<file path="src/rtl/umcp_pkg.sv">
// umcp_pkg: shared constants and item types for the uart motion command parser
// no dependencies
`default_nettype none

package umcp_pkg;

  localparam int FRAME_BYTES    = 11;
  localparam int FC_W           = $clog2(FRAME_BYTES);
  localparam int IDLE_LIMIT_DEF = 10;
  localparam int IDLE_W         = 4;
  localparam int RESET_LEN      = 5;
  localparam int RC_W           = $clog2(RESET_LEN);
  localparam int LOG_LEN        = 4;
  localparam int LC_W           = $clog2(LOG_LEN);
  localparam int QUEUE_DEPTH    = 2;
  localparam int QPTR_W         = $clog2(QUEUE_DEPTH);

  localparam int TYPE_POS = 1;
  localparam int CTL_POS  = 2;
  localparam int VEL_POS  = 3;
  localparam int BCC_POS  = FRAME_BYTES - 2;
  localparam int TAIL_POS = FRAME_BYTES - 1;
  localparam int SEC_BIT  = 0;
  localparam int STOP_BIT = 7;

  localparam logic [7:0] HEAD_BYTE = 8'h7B;
  localparam logic [7:0] TAIL_BYTE = 8'h7D;
  localparam logic [7:0] CHR_LR    = 8'h72;
  localparam logic [7:0] CHR_LE    = 8'h65;
  localparam logic [7:0] CHR_LS    = 8'h73;
  localparam logic [7:0] CHR_LT    = 8'h74;
  localparam logic [7:0] CHR_UL    = 8'h4C;
  localparam logic [7:0] CHR_UO    = 8'h4F;
  localparam logic [7:0] CHR_UG    = 8'h47;
  localparam logic [7:0] CHR_D0    = 8'h30;
  localparam logic [7:0] CHR_D3    = 8'h33;

  typedef struct packed {
    logic               reset_request;
    logic               debug_valid;
    logic [1:0]         debug_level;
    logic               frame_ok;
    logic               rc_override;
    logic               stop;
    logic               sec;
    logic signed [15:0] vel_x;
    logic signed [15:0] vel_y;
    logic signed [15:0] yaw_rate;
  } umcp_item_t;

  typedef struct packed {
    logic               cmd_valid;
    logic               zero_cmd_first;
    logic signed [15:0] vel_x;
    logic signed [15:0] vel_y;
    logic signed [15:0] yaw_rate;
    logic               stop_flag;
    logic               params_valid;
    logic               security_level;
    logic               software_enable;
    logic               reset_request;
    logic               debug_valid;
    logic [1:0]         debug_level;
  } umcp_result_t;

endpackage

`default_nettype wire

</file>
<file path="src/rtl/umcp_fifo.sv">
// umcp_fifo: short queue of classified items between front and back
// depends on umcp_pkg
`default_nettype none

module umcp_fifo (
  input  wire logic                clk,
  input  wire logic                rst_n,
  input  wire logic                push,
  input  wire umcp_pkg::umcp_item_t wr_item,
  input  wire logic                pop,
  output umcp_pkg::umcp_item_t     rd_item,
  output logic                     empty,
  output logic                     full
);
  import umcp_pkg::*;

  umcp_item_t        mem_r [QUEUE_DEPTH];
  logic [QPTR_W-1:0] wr_ptr_r, wr_ptr_nxt;
  logic [QPTR_W-1:0] rd_ptr_r, rd_ptr_nxt;
  logic [QPTR_W:0]   cnt_r, cnt_nxt;

  assign empty   = (cnt_r == '0);
  assign full    = (cnt_r == (QPTR_W+1)'(QUEUE_DEPTH));
  assign rd_item = mem_r[rd_ptr_r];

  always_comb begin
    wr_ptr_nxt = push ? wr_ptr_r + 1'b1 : wr_ptr_r;
    rd_ptr_nxt = pop ? rd_ptr_r + 1'b1 : rd_ptr_r;
    cnt_nxt    = cnt_r;
    if (push && !pop) begin
      cnt_nxt = cnt_r + 1'b1;
    end else if (pop && !push) begin
      cnt_nxt = cnt_r - 1'b1;
    end
  end

  always_ff @(posedge clk) begin
    if (!rst_n) begin
      wr_ptr_r <= '0;
      rd_ptr_r <= '0;
      cnt_r    <= '0;
    end else begin
      wr_ptr_r <= wr_ptr_nxt;
      rd_ptr_r <= rd_ptr_nxt;
      cnt_r    <= cnt_nxt;
    end
  end

  always_ff @(posedge clk) begin
    if (push) begin
      mem_r[wr_ptr_r] <= wr_item;
    end
  end

endmodule

`default_nettype wire

</file>
<file path="src/rtl/umcp_front.sv">
// umcp_front: word scanners, frame assembly and running xor check per byte
// depends on umcp_pkg
`default_nettype none

module umcp_front (
  input  wire logic             clk,
  input  wire logic             rst_n,
  input  wire logic             accept,
  input  wire logic [7:0]       rx_byte,
  input  wire logic             rc_override,
  output umcp_pkg::umcp_item_t  item
);
  import umcp_pkg::*;

  logic [FC_W-1:0] fc_r, fc_nxt;
  logic [RC_W-1:0] rc_r, rc_nxt;
  logic [LC_W-1:0] lc_r, lc_nxt;
  logic [7:0]      hist_r [3];
  logic [7:0]      xor_r, xor_nxt;
  logic [7:0]      type_r, ctl_r;
  logic [47:0]     vel_r;
  logic            bcc_ok_r;
  logic            reset_hit, log_hit, digit_ok;

  always_comb begin
    if (rc_r == RC_W'(RESET_LEN - 1)) begin
      rc_nxt = '0;
    end else if (rx_byte == CHR_LR || rc_r != '0) begin
      rc_nxt = rc_r + 1'b1;
    end else begin
      rc_nxt = '0;
    end
    if (lc_r == LC_W'(LOG_LEN - 1)) begin
      lc_nxt = '0;
    end else if (rx_byte == CHR_UL || lc_r != '0) begin
      lc_nxt = lc_r + 1'b1;
    end else begin
      lc_nxt = '0;
    end
    if (fc_r == FC_W'(TAIL_POS)) begin
      fc_nxt = '0;
    end else if (rx_byte == HEAD_BYTE || fc_r != '0) begin
      fc_nxt = fc_r + 1'b1;
    end else begin
      fc_nxt = '0;
    end
    xor_nxt = (fc_r == '0) ? rx_byte : (xor_r ^ rx_byte);
  end

  always_comb begin
    reset_hit = (rc_r == RC_W'(RESET_LEN - 1)) && hist_r[2] == CHR_LE &&
                hist_r[1] == CHR_LS && hist_r[0] == CHR_LE && rx_byte == CHR_LT;
    log_hit   = (lc_r == LC_W'(LOG_LEN - 1)) && hist_r[1] == CHR_UO && hist_r[0] == CHR_UG;
    digit_ok  = (rx_byte >= CHR_D0) && (rx_byte <= CHR_D3);

    item               = '0;
    item.reset_request = reset_hit;
    item.debug_valid   = log_hit;
    item.debug_level   = (log_hit && digit_ok) ? rx_byte[1:0] : 2'd0;
    item.frame_ok      = (fc_r == FC_W'(TAIL_POS)) && bcc_ok_r &&
                         rx_byte == TAIL_BYTE && type_r == 8'h00;
    item.rc_override   = rc_override;
    item.stop          = ctl_r[STOP_BIT];
    item.sec           = ctl_r[SEC_BIT];
    item.vel_x         = vel_r[47:32];
    item.vel_y         = vel_r[31:16];
    item.yaw_rate      = vel_r[15:0];
  end

  always_ff @(posedge clk) begin
    if (!rst_n) begin
      fc_r <= '0;
      rc_r <= '0;
      lc_r <= '0;
    end else if (accept) begin
      fc_r <= fc_nxt;
      rc_r <= rc_nxt;
      lc_r <= lc_nxt;
    end
  end

  // frame and history bytes
  always_ff @(posedge clk) begin
    if (accept) begin
      hist_r[0] <= rx_byte;
      hist_r[1] <= hist_r[0];
      hist_r[2] <= hist_r[1];
      if (fc_r < FC_W'(BCC_POS)) begin
        xor_r <= xor_nxt;
      end
      if (fc_r == FC_W'(TYPE_POS)) begin
        type_r <= rx_byte;
      end
      if (fc_r == FC_W'(CTL_POS)) begin
        ctl_r <= rx_byte;
      end
      if (fc_r >= FC_W'(VEL_POS) && fc_r < FC_W'(BCC_POS)) begin
        vel_r <= {vel_r[39:0], rx_byte};
      end
      if (fc_r == FC_W'(BCC_POS)) begin
        bcc_ok_r <= (rx_byte == xor_r);
      end
    end
  end

endmodule

`default_nettype wire

</file>
<file path="src/rtl/umcp_back.sv">
// umcp_back: idle and override gating of accepted frames, result register
// depends on umcp_pkg
`default_nettype none

module umcp_back #(
  parameter int IDLE_LIMIT = umcp_pkg::IDLE_LIMIT_DEF
) (
  input  wire logic                 clk,
  input  wire logic                 rst_n,
  input  wire umcp_pkg::umcp_item_t head,
  input  wire logic                 head_valid,
  output logic                      pop,
  input  wire logic                 out_stall,
  output logic                      out_valid,
  output umcp_pkg::umcp_result_t    result
);
  import umcp_pkg::*;

  logic [IDLE_W-1:0] idle_r, idle_nxt;
  logic              blk_r, blk_nxt;
  logic              out_valid_r;
  umcp_result_t      res_r, res_nxt;
  logic              zero, allow;

  assign pop       = head_valid && (!out_valid_r || !out_stall);
  assign out_valid = out_valid_r;
  assign result    = res_r;

  always_comb begin
    zero     = (head.vel_x == '0) && (head.vel_y == '0) && (head.yaw_rate == '0);
    idle_nxt = idle_r;
    blk_nxt  = blk_r;
    allow    = 1'b1;
    res_nxt  = '0;
    res_nxt.reset_request = head.reset_request;
    res_nxt.debug_valid   = head.debug_valid;
    res_nxt.debug_level   = head.debug_level;
    if (head.frame_ok) begin
      res_nxt.params_valid    = 1'b1;
      res_nxt.security_level  = head.sec;
      res_nxt.software_enable = head.stop;
      if (zero) begin
        if (idle_r < IDLE_W'(IDLE_LIMIT)) begin
          idle_nxt = idle_r + 1'b1;
        end
      end else begin
        idle_nxt = '0;
      end
      if (head.rc_override) begin
        res_nxt.zero_cmd_first = !blk_r;
        blk_nxt                = 1'b1;
        allow                  = zero || head.stop;
      end else begin
        blk_nxt = 1'b0;
      end
      if (allow && (idle_nxt < IDLE_W'(IDLE_LIMIT) || zero || head.stop)) begin
        res_nxt.cmd_valid = 1'b1;
        res_nxt.vel_x     = head.vel_x;
        res_nxt.vel_y     = head.vel_y;
        res_nxt.yaw_rate  = head.yaw_rate;
        res_nxt.stop_flag = head.stop;
      end
    end
  end

  always_ff @(posedge clk) begin
    if (!rst_n) begin
      idle_r      <= '0;
      blk_r       <= 1'b0;
      out_valid_r <= 1'b0;
    end else begin
      if (pop) begin
        idle_r      <= idle_nxt;
        blk_r       <= blk_nxt;
        out_valid_r <= 1'b1;
      end else if (!out_stall) begin
        out_valid_r <= 1'b0;
      end
    end
  end

  always_ff @(posedge clk) begin
    if (pop) begin
      res_r <= res_nxt;
    end
  end

endmodule

`default_nettype wire

</file>
<file path="src/rtl/uart_motion_command_parser.sv">
// uart_motion_command_parser: one uart byte in, one result item out per byte
// an accepted byte's item is written into the queue, then popped into the result register when nothing stalls
// throughput: one item per cycle while out_stall is low, set by the front and back stages
// a two-entry queue between front and back absorbs output stalls
// reset: synchronous active-low rst_n clears scanners, counters, gating state and queue
// depends on umcp_pkg, umcp_front, umcp_fifo, umcp_back
`default_nettype none

module uart_motion_command_parser #(
  parameter int IDLE_LIMIT = umcp_pkg::IDLE_LIMIT_DEF
) (
  input  wire logic               clk,
  input  wire logic               rst_n,
  input  wire logic               in_valid,
  output logic                    in_stall,
  input  wire logic [7:0]         in_rx_byte,
  input  wire logic               in_rc_override,
  output logic                    out_valid,
  input  wire logic               out_stall,
  output logic                    out_cmd_valid,
  output logic                    out_zero_cmd_first,
  output logic signed [15:0]      out_vel_x,
  output logic signed [15:0]      out_vel_y,
  output logic signed [15:0]      out_yaw_rate,
  output logic                    out_stop_flag,
  output logic                    out_params_valid,
  output logic                    out_security_level,
  output logic                    out_software_enable,
  output logic                    out_reset_request,
  output logic                    out_debug_valid,
  output logic [1:0]              out_debug_level
);
  import umcp_pkg::*;

  logic         accept, q_full, q_empty, q_pop;
  umcp_item_t   front_item, head_item;
  umcp_result_t res;

  assign in_stall = q_full;
  assign accept   = in_valid && !q_full;

  umcp_front u_front (
    .clk         (clk),
    .rst_n       (rst_n),
    .accept      (accept),
    .rx_byte     (in_rx_byte),
    .rc_override (in_rc_override),
    .item        (front_item)
  );

  umcp_fifo u_fifo (
    .clk     (clk),
    .rst_n   (rst_n),
    .push    (accept),
    .wr_item (front_item),
    .pop     (q_pop),
    .rd_item (head_item),
    .empty   (q_empty),
    .full    (q_full)
  );

  umcp_back #(
    .IDLE_LIMIT (IDLE_LIMIT)
  ) u_back (
    .clk        (clk),
    .rst_n      (rst_n),
    .head       (head_item),
    .head_valid (!q_empty),
    .pop        (q_pop),
    .out_stall  (out_stall),
    .out_valid  (out_valid),
    .result     (res)
  );

  assign out_cmd_valid       = res.cmd_valid;
  assign out_zero_cmd_first  = res.zero_cmd_first;
  assign out_vel_x           = res.vel_x;
  assign out_vel_y           = res.vel_y;
  assign out_yaw_rate        = res.yaw_rate;
  assign out_stop_flag       = res.stop_flag;
  assign out_params_valid    = res.params_valid;
  assign out_security_level  = res.security_level;
  assign out_software_enable = res.software_enable;
  assign out_reset_request   = res.reset_request;
  assign out_debug_valid     = res.debug_valid;
  assign out_debug_level     = res.debug_level;

`ifndef SYNTHESIS
  a_cmd_needs_frame: assert property (@(posedge clk) disable iff (!rst_n)
    out_valid && out_cmd_valid |-> out_params_valid)
    else $error("command without accepted frame");

  a_zero_first_needs_frame: assert property (@(posedge clk) disable iff (!rst_n)
    out_valid && out_zero_cmd_first |-> out_params_valid)
    else $error("zero command without accepted frame");

  a_vel_only_with_cmd: assert property (@(posedge clk) disable iff (!rst_n)
    out_valid && !out_cmd_valid |->
      (out_vel_x == 16'sd0 && out_vel_y == 16'sd0 && out_yaw_rate == 16'sd0 && !out_stop_flag))
    else $error("velocity without command");

  a_level_only_with_log: assert property (@(posedge clk) disable iff (!rst_n)
    out_valid && !out_debug_valid |-> out_debug_level == 2'd0)
    else $error("debug level without log word");
`endif

endmodule

`default_nettype wire
</file>
<file path="config.mk">
export PLATFORM = sky130hd
export DESIGN_NAME = uart_motion_command_parser
export DESIGN_NICKNAME = d
export VERILOG_FILES = /design/src/rtl/umcp_pkg.sv /design/src/rtl/umcp_fifo.sv /design/src/rtl/umcp_front.sv /design/src/rtl/umcp_back.sv /design/src/rtl/uart_motion_command_parser.sv
export SDC_FILE = /design/constraint.sdc
export NUM_CORES = 1
export LEC_CHECK = 0
export ABC_AREA = 1
export BUFFER_PORTS_ARGS = -buffer_cell sky130_fd_sc_hd__buf_2
export CORE_ASPECT_RATIO = 0.5
export CORE_MARGIN = 10
export CORE_UTILIZATION = 55
export DETAILED_ROUTE_END_ITERATION = 6
export PLACE_DENSITY_LB_ADDON = 0.3
export SYNTH_ARGS = -nofsm -noshare
export SYNTH_HDL_FRONTEND = slang
export SYNTH_HIERARCHICAL = 1
export SYNTH_SLANG_ARGS = --single-unit
</file>
<file path="constraint.sdc">
create_clock -name clk -period 6.7 [get_ports clk]
set_clock_uncertainty 0.1 [all_clocks]
set_input_delay 0.67 -clock clk [delete_from_list [all_inputs] [get_ports clk]]
set_output_delay 0.67 -clock clk [all_outputs]
set_load 0.005 [all_outputs]
</file>
; Word level (Yosys, flattened, before mapping)
; Memories as Yosys holds them, arrays and structs flattened. A register that Yosys moved wholly into a read port is not among the register bits.
; Cells that the tools add are included.
[classes]
n_bitwise = 1
n_eq_ne = 19
reduce_logical = 51
n_addsub = 8
order_cmp = 6
n_mux = 24
[op_table]
columns = cell, n
row1 = "8-bit by 7-bit equality test with 1-bit output, second input constant", 10
row2 = 16-bit logical NOT, 3
row3 = 4-bit 2-to-1 mux, 5
row4 = 1-bit logical AND, 19
row5 = 2-bit AND reduction, 8
row6 = "4-bit < comparator, second input constant", 3
row7 = 1-bit 2-to-1 mux, 10
row8 = 2-bit 2-to-1 mux, 5
row9 = 3-bit 2-to-1 mux, 3
row10 = "4-bit by 1-bit adder with 4-bit output, second input constant", 2
row11 = "4-bit equality test, second input constant", 2
row12 = 8-bit equality test, 1
row13 = "8-bit by 6-bit greater-or-equal comparator with 1-bit output, second input constant", 1
row14 = "8-bit by 6-bit less-or-equal comparator with 1-bit output, second input constant", 1
row15 = 8-bit logical NOT, 1
row16 = 8-bit 2-to-1 mux, 1
row17 = 8-bit bitwise XOR, 1
row18 = 1-bit logical NOT, 7
row19 = 1-bit logical OR, 7
row20 = "2-bit by 1-bit adder with 2-bit output, second input constant", 2
row21 = "2-bit equality test, second input constant", 2
row22 = "4-bit by 1-bit equality test with 1-bit output, second input constant", 1
row23 = "4-bit by 2-bit equality test with 1-bit output, second input constant", 1
row24 = "4-bit by 2-bit greater-or-equal comparator with 1-bit output, second input constant", 1
row25 = other kinds (10), 12
[totals]
word_cells = 137
ramBits = 136
memories = 2
in_bits = 13
ff_bits = 150
[mem_list]
columns = memory, depth, width, read_ports, rd_clocked_by_memory_dff, wr, line_no
row1 = u_fifo.mem_r, 2, 56, 1, 1, 1, umcp_fifo.sv:17  ; umcp_item_t mem_r [QUEUE_DEPTH];
row2 = u_front.hist_r, 3, 8, 3, 0, 3, umcp_front.sv:18  ; logic [7:0] hist_r [3];

; Logic depth before layout (Yosys ltp)
; Gate-level depths: netlist of the first run.
[depth]
depth_word = 10
mapped_depth = 14
depth_no_buf = 12

; Hierarchy
; Netlist of the first run, hierarchy kept.
[modules_own_cells]
columns = module, cells_each, area_per_inst_um2, instances
row1 = umcp_fifo, 209, 4433.0, 1
row2 = umcp_front, 278, 3880.0, 1
row3 = umcp_back, 225, 2499.9, 1
row4 = uart_motion_command_parser, 3, 13.8, 1

; Worst setup path after synthesis of the first run
; OpenSTA, ideal clock, no wires.
[synth_timing]
path_type = input-to-reg
from = input in_valid
to = memory u_fifo/mem_r[0][0] (netlist bit), enable pin
t_required_ns = 6.130
setup_time_ns = 0.470
cell_stages = 4
arrival_ns = 4.067
slack_ns = 2.063
n_path_buf = 0
path_cell_list = inv_1 > nor2_2 > inv_1 > nor2_1
[synth_between]
elab_chain_cells = 3
[synth_rtl]
columns = element, line_no
row1 = from (decl), uart_motion_command_parser.sv:14  ; input wire logic in_valid,
row2 = 1-bit logical AND, uart_motion_command_parser.sv:40  ; assign accept = in_valid && !q_full;
row3 = net accept, uart_motion_command_parser.sv:35  ; logic accept, q_full, q_empty, q_pop;
row4 = 1-bit 2-to-1 mux, umcp_fifo.sv:50  ; if (push) begin
row5 = 1-bit 2-to-1 mux (implied by the code), umcp_fifo.sv:51  ; mem_r[wr_ptr_r] <= wr_item;
row6 = to (decl), umcp_fifo.sv:17
; The timed path passes the listed nets, and every way through them passes these cells.

==> flow_summary.yaml, run 1 <==
hold_path:
  hold_class: "in -> reg"
  whs_path_depth: 1
  hold_start: "in_rc_override"
  hold_end: "u_fifo/mem_r[0][50]"
finish:
  insertedDiodeCount: 0
  ff_latch_area_sq_um: 8160
  nNetsFinal: 827
  multi_input_area_sq_um: 2170
  syn_to_final_growth_pct: 12.7
  drive_gt1_share_pct: 24.2
  fillCellCount: 1393
floorplanning:
  start_util_pct: 55.8
  die_area_sq_um: 26000
  num_rows: 36
  die_h_um: 119
  die_x_um: 218
  core_area_sq_um: 19400
  ios: 73
global_routing:
  globalRouteTotalUtil_pct: 13.5
  grt_max_degree: 57
  grt_pass1_wl_um: 28600
  antenna_found_initial: 0
  grt_pass1_vias: 5564
  grt.overflow.total: 0
pwr:
  clockPowerShare_pct: 27.8
  p_per_area_nw_per_um2: 393
  p_comb_share_pct: 21.3
  peakVddDrop_v: 0.000185
  seq_power_share_pct: 50.9
  switching_share_pct: 27.4
  switchingPower_w: 0.00132
  internal-power_w: 0.00348
  leakagePower_nw: 4.69
logic_synthesis:
  async_reset_ff_share_pct: 0
  synth.most_common_cell: "edfxtp_1"
  yosys-top-cells-area: "edfxtp_1, mux2_4, nor2_1, inv_1, dfxtp_1"
  synth.top_cells.by_count: "edfxtp_1, nor2_1, inv_1, nand2_1, mux2_4"
  syn-num-nets: 738
  syn_area_sq_um: 10800
  yosysTopAreaCellShare_pct: 72.4
  ys_ff_latch: 277
  ys_seq_area_share_pct: 75.3
  yosysUniqueCellTypes: 38
  synth_flop_cell: "edfxtp_1"
  synth_edf_count: 261
  netlist_instances: 715
  synth_warnings: 6
  post-synth-top-area-cell: "edfxtp_1"
  syn_avg_cell_area_sq_um: 15.1
setup_path:
  rr_worst_depth: 11
  cp_data_arrival_time_ns: 4.14
  r2r_end: "u_back/result[12]"
  start_kind: "register"
  worstSetupPathType: "reg -> reg"
  endpoint_kind: "register"
  cp_max_fo: 49
  cp.required_ns: 6.93
  rrSetupSlack_ns: 2.79
  max_stage_delay_ns: 0.94
  cp_slowest_cell: "dfxtp_2"
  worstPathCellList: "buf_4 > mux2_2 > nor2_1 > nand2_1 > nor2_1 > nand2_1 > nor2_1 > nand2_1 > nand2_1 > nand2_2 > nor2_1"
outcome:
  status: "completed"
routing:
  drt_iter0_drc: 333
  num_vias: 5409
  postRouteAntennaNets: 0
  met3_length_um: 892
  viasPerCell: 4.97
  routed_wl_um: 17600
  detail_route.wl_per_cell_um: 16.1
  wl_met2_um: 8540
  drc_errors: 0
  top_layer: "met4"
  drtPass1Iterations: 5
  met1_length_um: 7730
sta:
  post-route-period-util_pct: 58.4
  finalHoldViolCount: 0
  setup_tns_ns: 0
  setup_viol: 0
  worst_pin_slew_ns: 1.23
  rsz0062_at_grt: "false"
  holdWs_ns: 0.256
  max_freq_mhz: 256
  relSlewSlack_pct: 18.2
  slew_violations: 0
  period_needed_ns: 3.91
clocking:
  cts_num_sinks: 277
  cts-htree-levels: 1
  cts_hold_buf: 0
  root_buffer: "clkbuf_16"
  clk_pin_slew_ns: 0.06
  cts_setup_buffers: 0
  numCtsBuffers: 24
  tritoncts: "built"
  ctsResizeCount: 0
  clockBufferDepth: 3
  clkLatencyLatePin_ns: 0.52
placed_design:
  io_buffers: 72
  gp_congestion: 0.778
  hpwlAfterDp_um: 11300
job:
  cap_violations: 0
-- metrics by stage --
step | std cells | utilization (%) | area, sq um | total power (W) | setup WS (ns)
3_5_place_dp | 1044 | 58.9 | 11400 | 0.00353 | 2.70
3_3_place_gp | 1044 | 58.9 | 11400 | 0.00350 | 2.78
6_report | 1088 | 62.9 | 12200 | 0.00480 | 2.79
4_1_cts | 1088 | 62.9 | 12200 | 0.00486 | 2.70
5_1_grt | 1088 | 62.9 | 12200 | 0.00507 | 2.43
2_1_floorplan | 715 | - | 10800 | 0.00318 | 2.06
-- area by class of cell --
cell class | instances | share of cell area, %
clock buffers | 28 | 5.13
repair buffers | 78 | 3.32
clock inverters | 16 | 1.14
well taps | 266 | 2.73
inverters | 98 | 3.03
multi-input cells | 325 | 17.8
flip-flops and latches | 277 | 66.8
-- worst max path at each step --
stage | start | end | slack [ns] | cells past startpoint
after floorplan | in_valid | u_fifo/mem_r[0][0] | 2.06 | 4
after global placement | register | u_back/result[36] | 2.78 | 11
after detailed placement | register | u_back/result[12] | 2.70 | 11
after CTS | register | u_back/result[12] | 2.70 | 11
after global routing | register | u_back/result[36] | 2.43 | 11
final | register | u_back/result[12] | 2.79 | 11
-- metal layers --
layer  vias to the layer above  global-route usage [%]
met5                         -                       0
met4                         0                    4.05
met3                        32                    2.68
met2                       110                    23.1
met1                      2622                    17.3
li1                       2645                       -
-- power by group through the flow --
stage	clock network, W	registers [W]	logic, W
floorplan	0	0.00248	0.000700
global placement	0	0.00247	0.00103
detailed placement	0	0.00248	0.00105
CTS	0.00136	0.00245	0.00105
global route	0.00144	0.00248	0.00115
finish	0.00133	0.00244	0.00102
-- cells by family after synthesis --
family	after synthesis	share of synthesized area [%]
AO/OA/AOI/OAI	32	1.59
XOR/XNOR	8	0.647
adder cells (fa/ha/maj)	10	1.16
buffers and inverters	113	4.65
flip-flops	277	75.3
multiplexers	56	7.21
AND/OR/NAND/NOR	219	9.40
-- state kept, by name, summed over array words and instances, names as in the netlist, named ones only --
name              cells
u_back/blk_r          1
u_front/hist_r       24
u_front/rc_r          3
u_fifo/wr_ptr_r       1
u_front/lc_r          2
u_front/bcc_ok_r      1
u_front/type_r        8
u_back/out_valid      1
u_front/xor_r         8
u_front/fc_r          4
u_front/ctl_r         2
u_fifo/cnt_r          2
u_fifo/mem_r        112
u_front/vel_r        48
u_fifo/rd_ptr_r       1
u_back/result        58
-- critical path, delay by kind of cell (launching register included) --
family,cells,cell delay (ns)
buffers and inverters,1,0.58
flip-flops,1,0.94
multiplexers,1,0.41
AND/OR/NAND/NOR,9,1.63
-- cells in the final DEF (no fill, tap or decap), drive strengths merged --
| cell type | count |
|---|---|
| edfxtp | 261 |
| nor2 | 113 |
| inv | 98 |
| buf | 78 |
| nand2 | 72 |
| mux2 | 56 |
| clkbuf | 28 |
| o21ai | 17 |
| dfxtp | 16 |
| clkinv | 14 |
| a21oi | 13 |
| nand3 | 11 |
| ha | 10 |
| nand4 | 9 |
| nor3 | 6 |
| xnor2 | 4 |
| xor2 | 4 |
| nor3b | 3 |
| bufinv | 2 |
| nor4 | 2 |
| a21boi | 1 |
| nand3b | 1 |
| o21a | 1 |
| and3 | 1 |
| or2 | 1 |
(Power assumes the default switching activity.)
==> run 2: changes to the inputs <==
--- a/config.mk
+++ b/config.mk
@@ -5,11 +5,11 @@
 export SDC_FILE = /design/constraint.sdc
 export NUM_CORES = 1
 export LEC_CHECK = 0
-export ABC_AREA = 1
+export ABC_AREA = 0
 export BUFFER_PORTS_ARGS = -buffer_cell sky130_fd_sc_hd__buf_2
 export CORE_ASPECT_RATIO = 0.5
 export CORE_MARGIN = 10
-export CORE_UTILIZATION = 55
+export CORE_UTILIZATION = 54
 export DETAILED_ROUTE_END_ITERATION = 6
 export PLACE_DENSITY_LB_ADDON = 0.3
 export SYNTH_ARGS = -nofsm -noshare
==> constraint.sdc (replaced) <==
create_clock -name clk -period 3.2 [get_ports clk]
set_clock_uncertainty 0.1 [all_clocks]
set_input_delay 0.32 -clock clk [delete_from_list [all_inputs] [get_ports clk]]
set_output_delay 0.32 -clock clk [all_outputs]
set_load 0.005 [all_outputs]
==> flow_summary.yaml, run 2 <==
global_routing:
  grt_pass1_wl_um: 29000
  grt_pass1_vias: 5476
  antenna_found_initial: 0
  globalRouteTotalUtil_pct: 13.9
  grt.overflow.total: 0
  grt_max_degree: 50
sta:
  setup_viol: 0
  fin_ws_ns: 0.293
  holdWs_ns: 0.0264
  finalHoldViolCount: 0
  period_needed_ns: 2.91
  slew_violations: 0
  max_freq_mhz: 344
  worst_pin_slew_ns: 0.809
  post-route-period-util_pct: 90.9
  relSlewSlack_pct: 46.0
  rsz0062_at_grt: "false"
logic_synthesis:
  syn_avg_cell_area_sq_um: 16.9
  post-synth-top-area-cell: "edfxtp_1"
  synth_edf_count: 261
  synthSimpleGateAreaFrac_pct: 9.55
  synthAdderAreaFrac_pct: 1.19
  synth.top_cells.by_count: "edfxtp_1, nand2_1, nor2_1, mux2_2, xnor2_1"
  async_reset_ff_share_pct: 0
  synth_top_family_by_area: "simple AND/OR/NAND/NOR gates"
  synth_mux_area_share_pct: 6.29
  syn-num-nets: 646
  yosysTopAreaCellShare_pct: 74.7
  ys_ff_latch: 277
  synth_warnings: 6
  yosysUniqueCellTypes: 49
  syn_area_sq_um: 10500
  yosys-top-cells-area: "edfxtp_1, mux2_2, dfxtp_1, nand2_1, nor2_1"
  ys_seq_area_share_pct: 77.7
  synth.most_common_cell: "edfxtp_1"
  synth_xor_area_share_pct: 1.59
  netlist_instances: 623
  synth_compound_area_share_pct: 1.62
  synth_flop_cell: "edfxtp_1"
setup_path:
  max_stage_delay_ns: 0.49
  cp.required_ns: 3.47
  cp_data_arrival_time_ns: 3.18
  path_delay_family: "simple AND/OR/NAND/NOR gates"
  cp_slowest_cell: "dfxtp_2"
  worstPathCellList: "buf_12 > mux2_2 > nor4_1 > nand4_1 > o311a_2 > buf_4 > nor2_1"
  cp_max_fo: 32
  worstSetupPathType: "reg -> reg"
  endpoint_kind: "register"
  cp_num_buf_inv: 2
  start_kind: "register"
finish:
  largest_register: "u_fifo/mem_r"
  drive_gt1_share_pct: 25.6
  stdcell_area_sq_um: 11900
  insertedDiodeCount: 0
  fillCellCount: 1383
  largest_register_ffs: 112
  syn_to_final_growth_pct: 13.4
  nNetsFinal: 733
  layout_commonest_cell: "edfxtp_1"
  layout_common_cells: "edfxtp_1, buf_2, nand2_1, nor2_1, mux2_2"
routing:
  drc_errors: 0
  routed_wl_um: 18100
  num_vias: 5238
  viasPerCell: 5.32
  postRouteAntennaNets: 0
  drtPass1Iterations: 4
  drt_iter0_drc: 347
  detail_route.wl_per_cell_um: 18.4
hold_path:
  hold_class: "in -> reg"
floorplanning:
  ios: 73
  core_area_sq_um: 18700
  die_area_sq_um: 25800
  start_util_pct: 56.0
  die_x_um: 217
  die_h_um: 119
  num_rows: 35
clocking:
  clockBufferDepth: 3
  clkLatencyLatePin_ns: 0.52
  clk_pin_slew_ns: 0.06
  numCtsBuffers: 24
  cts-htree-levels: 1
  cts_num_sinks: 277
  ctsResizeCount: 0
  root_buffer: "clkbuf_16"
  tritoncts: "built"
pwr:
  leakagePower_nw: 4.16
  peakVddDrop_v: 0.000483
  p_per_area_nw_per_um2: 790
  p_total_w: 0.00941
placed_design:
  io_buffers: 72
  place_area_sq_um: 11200
  dp_slack_ns: 0.278
  gp_congestion: 0.751
  hpwlAfterDp_um: 11700
outcome:
  status: "completed"
job:
  cap_violations: 0
run 2: worst min-delay path: stages:
cell     delay [ns]
buf_2          0.11
a21oi_1        0.07
nor2b_1        0.10
run 2: final cells by class:
type / count / area [sq um] / share of cell area (%)
Sequential cell: 277 / 8160 / 68.5
Multi-Input combinational cell: 307 / 2150 / 18.1
Clock buffer: 37 / 669 / 5.62
Timing Repair Buffer: 87 / 513 / 4.31
Tap cell: 259 / 324 / 2.72
Inverter: 13 / 48.8 / 0.410
Clock inverter: 5 / 41.3 / 0.347
run 2: kinds of logic after synthesis:
logic type / count (synthesis)
flops: 277
mux: 59
simple gates: 195
fa+ha+maj: 10
compound gates: 24
buf+inv: 39
xor+xnor: 19
run 2: metrics by stage:
| stage | std cells | util, % | TNS (ns) |
|---|---|---|---|
| global placement | 942 | 59.7 | 0 |
| floorplan | 623 | - | -0.0577 |
| CTS | 985 | 63.5 | 0 |
| finish | 985 | 63.5 | 0 |
| detailed placement | 942 | 59.7 | 0 |
| global route | 985 | 63.5 | 0 |
run 2: routing by layer:
metal  share of wire (%)  global-route usage, %  routed length, um
met1                  44                   17.8               8030
met2                  49                   23.8               8870
met3                 4.9                   2.85                884
met4                 1.8                   3.60                324
met5                   0                      0                  0
run 2: timing repair:
| action | in CTS | in global routing |
|---|---|---|
| hold buffers | 1 | 0 |
| hold endpoints to repair | 2 | 0 |
| setup buffers | 0 | 0 |
run 2: worst paths after layout:
check	to	slack, ns	startpoint	cells after the start
worst max-delay path	u_back/result[43]	0.29	register	7
worst max register to register	u_back/result[43]	0.29	register	7
worst min register to register	u_front/hist_r[0][16]	0.34	u_front/hist_r[0][8]	0
worst min-delay path	u_back/out_valid	0.03	out_stall	3
run 2: power breakdown:
group          switching, W  total, W  internal (W)
Clock               0.00120   0.00264       0.00144
Sequential         0.000189   0.00498       0.00479
Combinational       0.00105   0.00179      0.000743
Total               0.00243   0.00941       0.00697
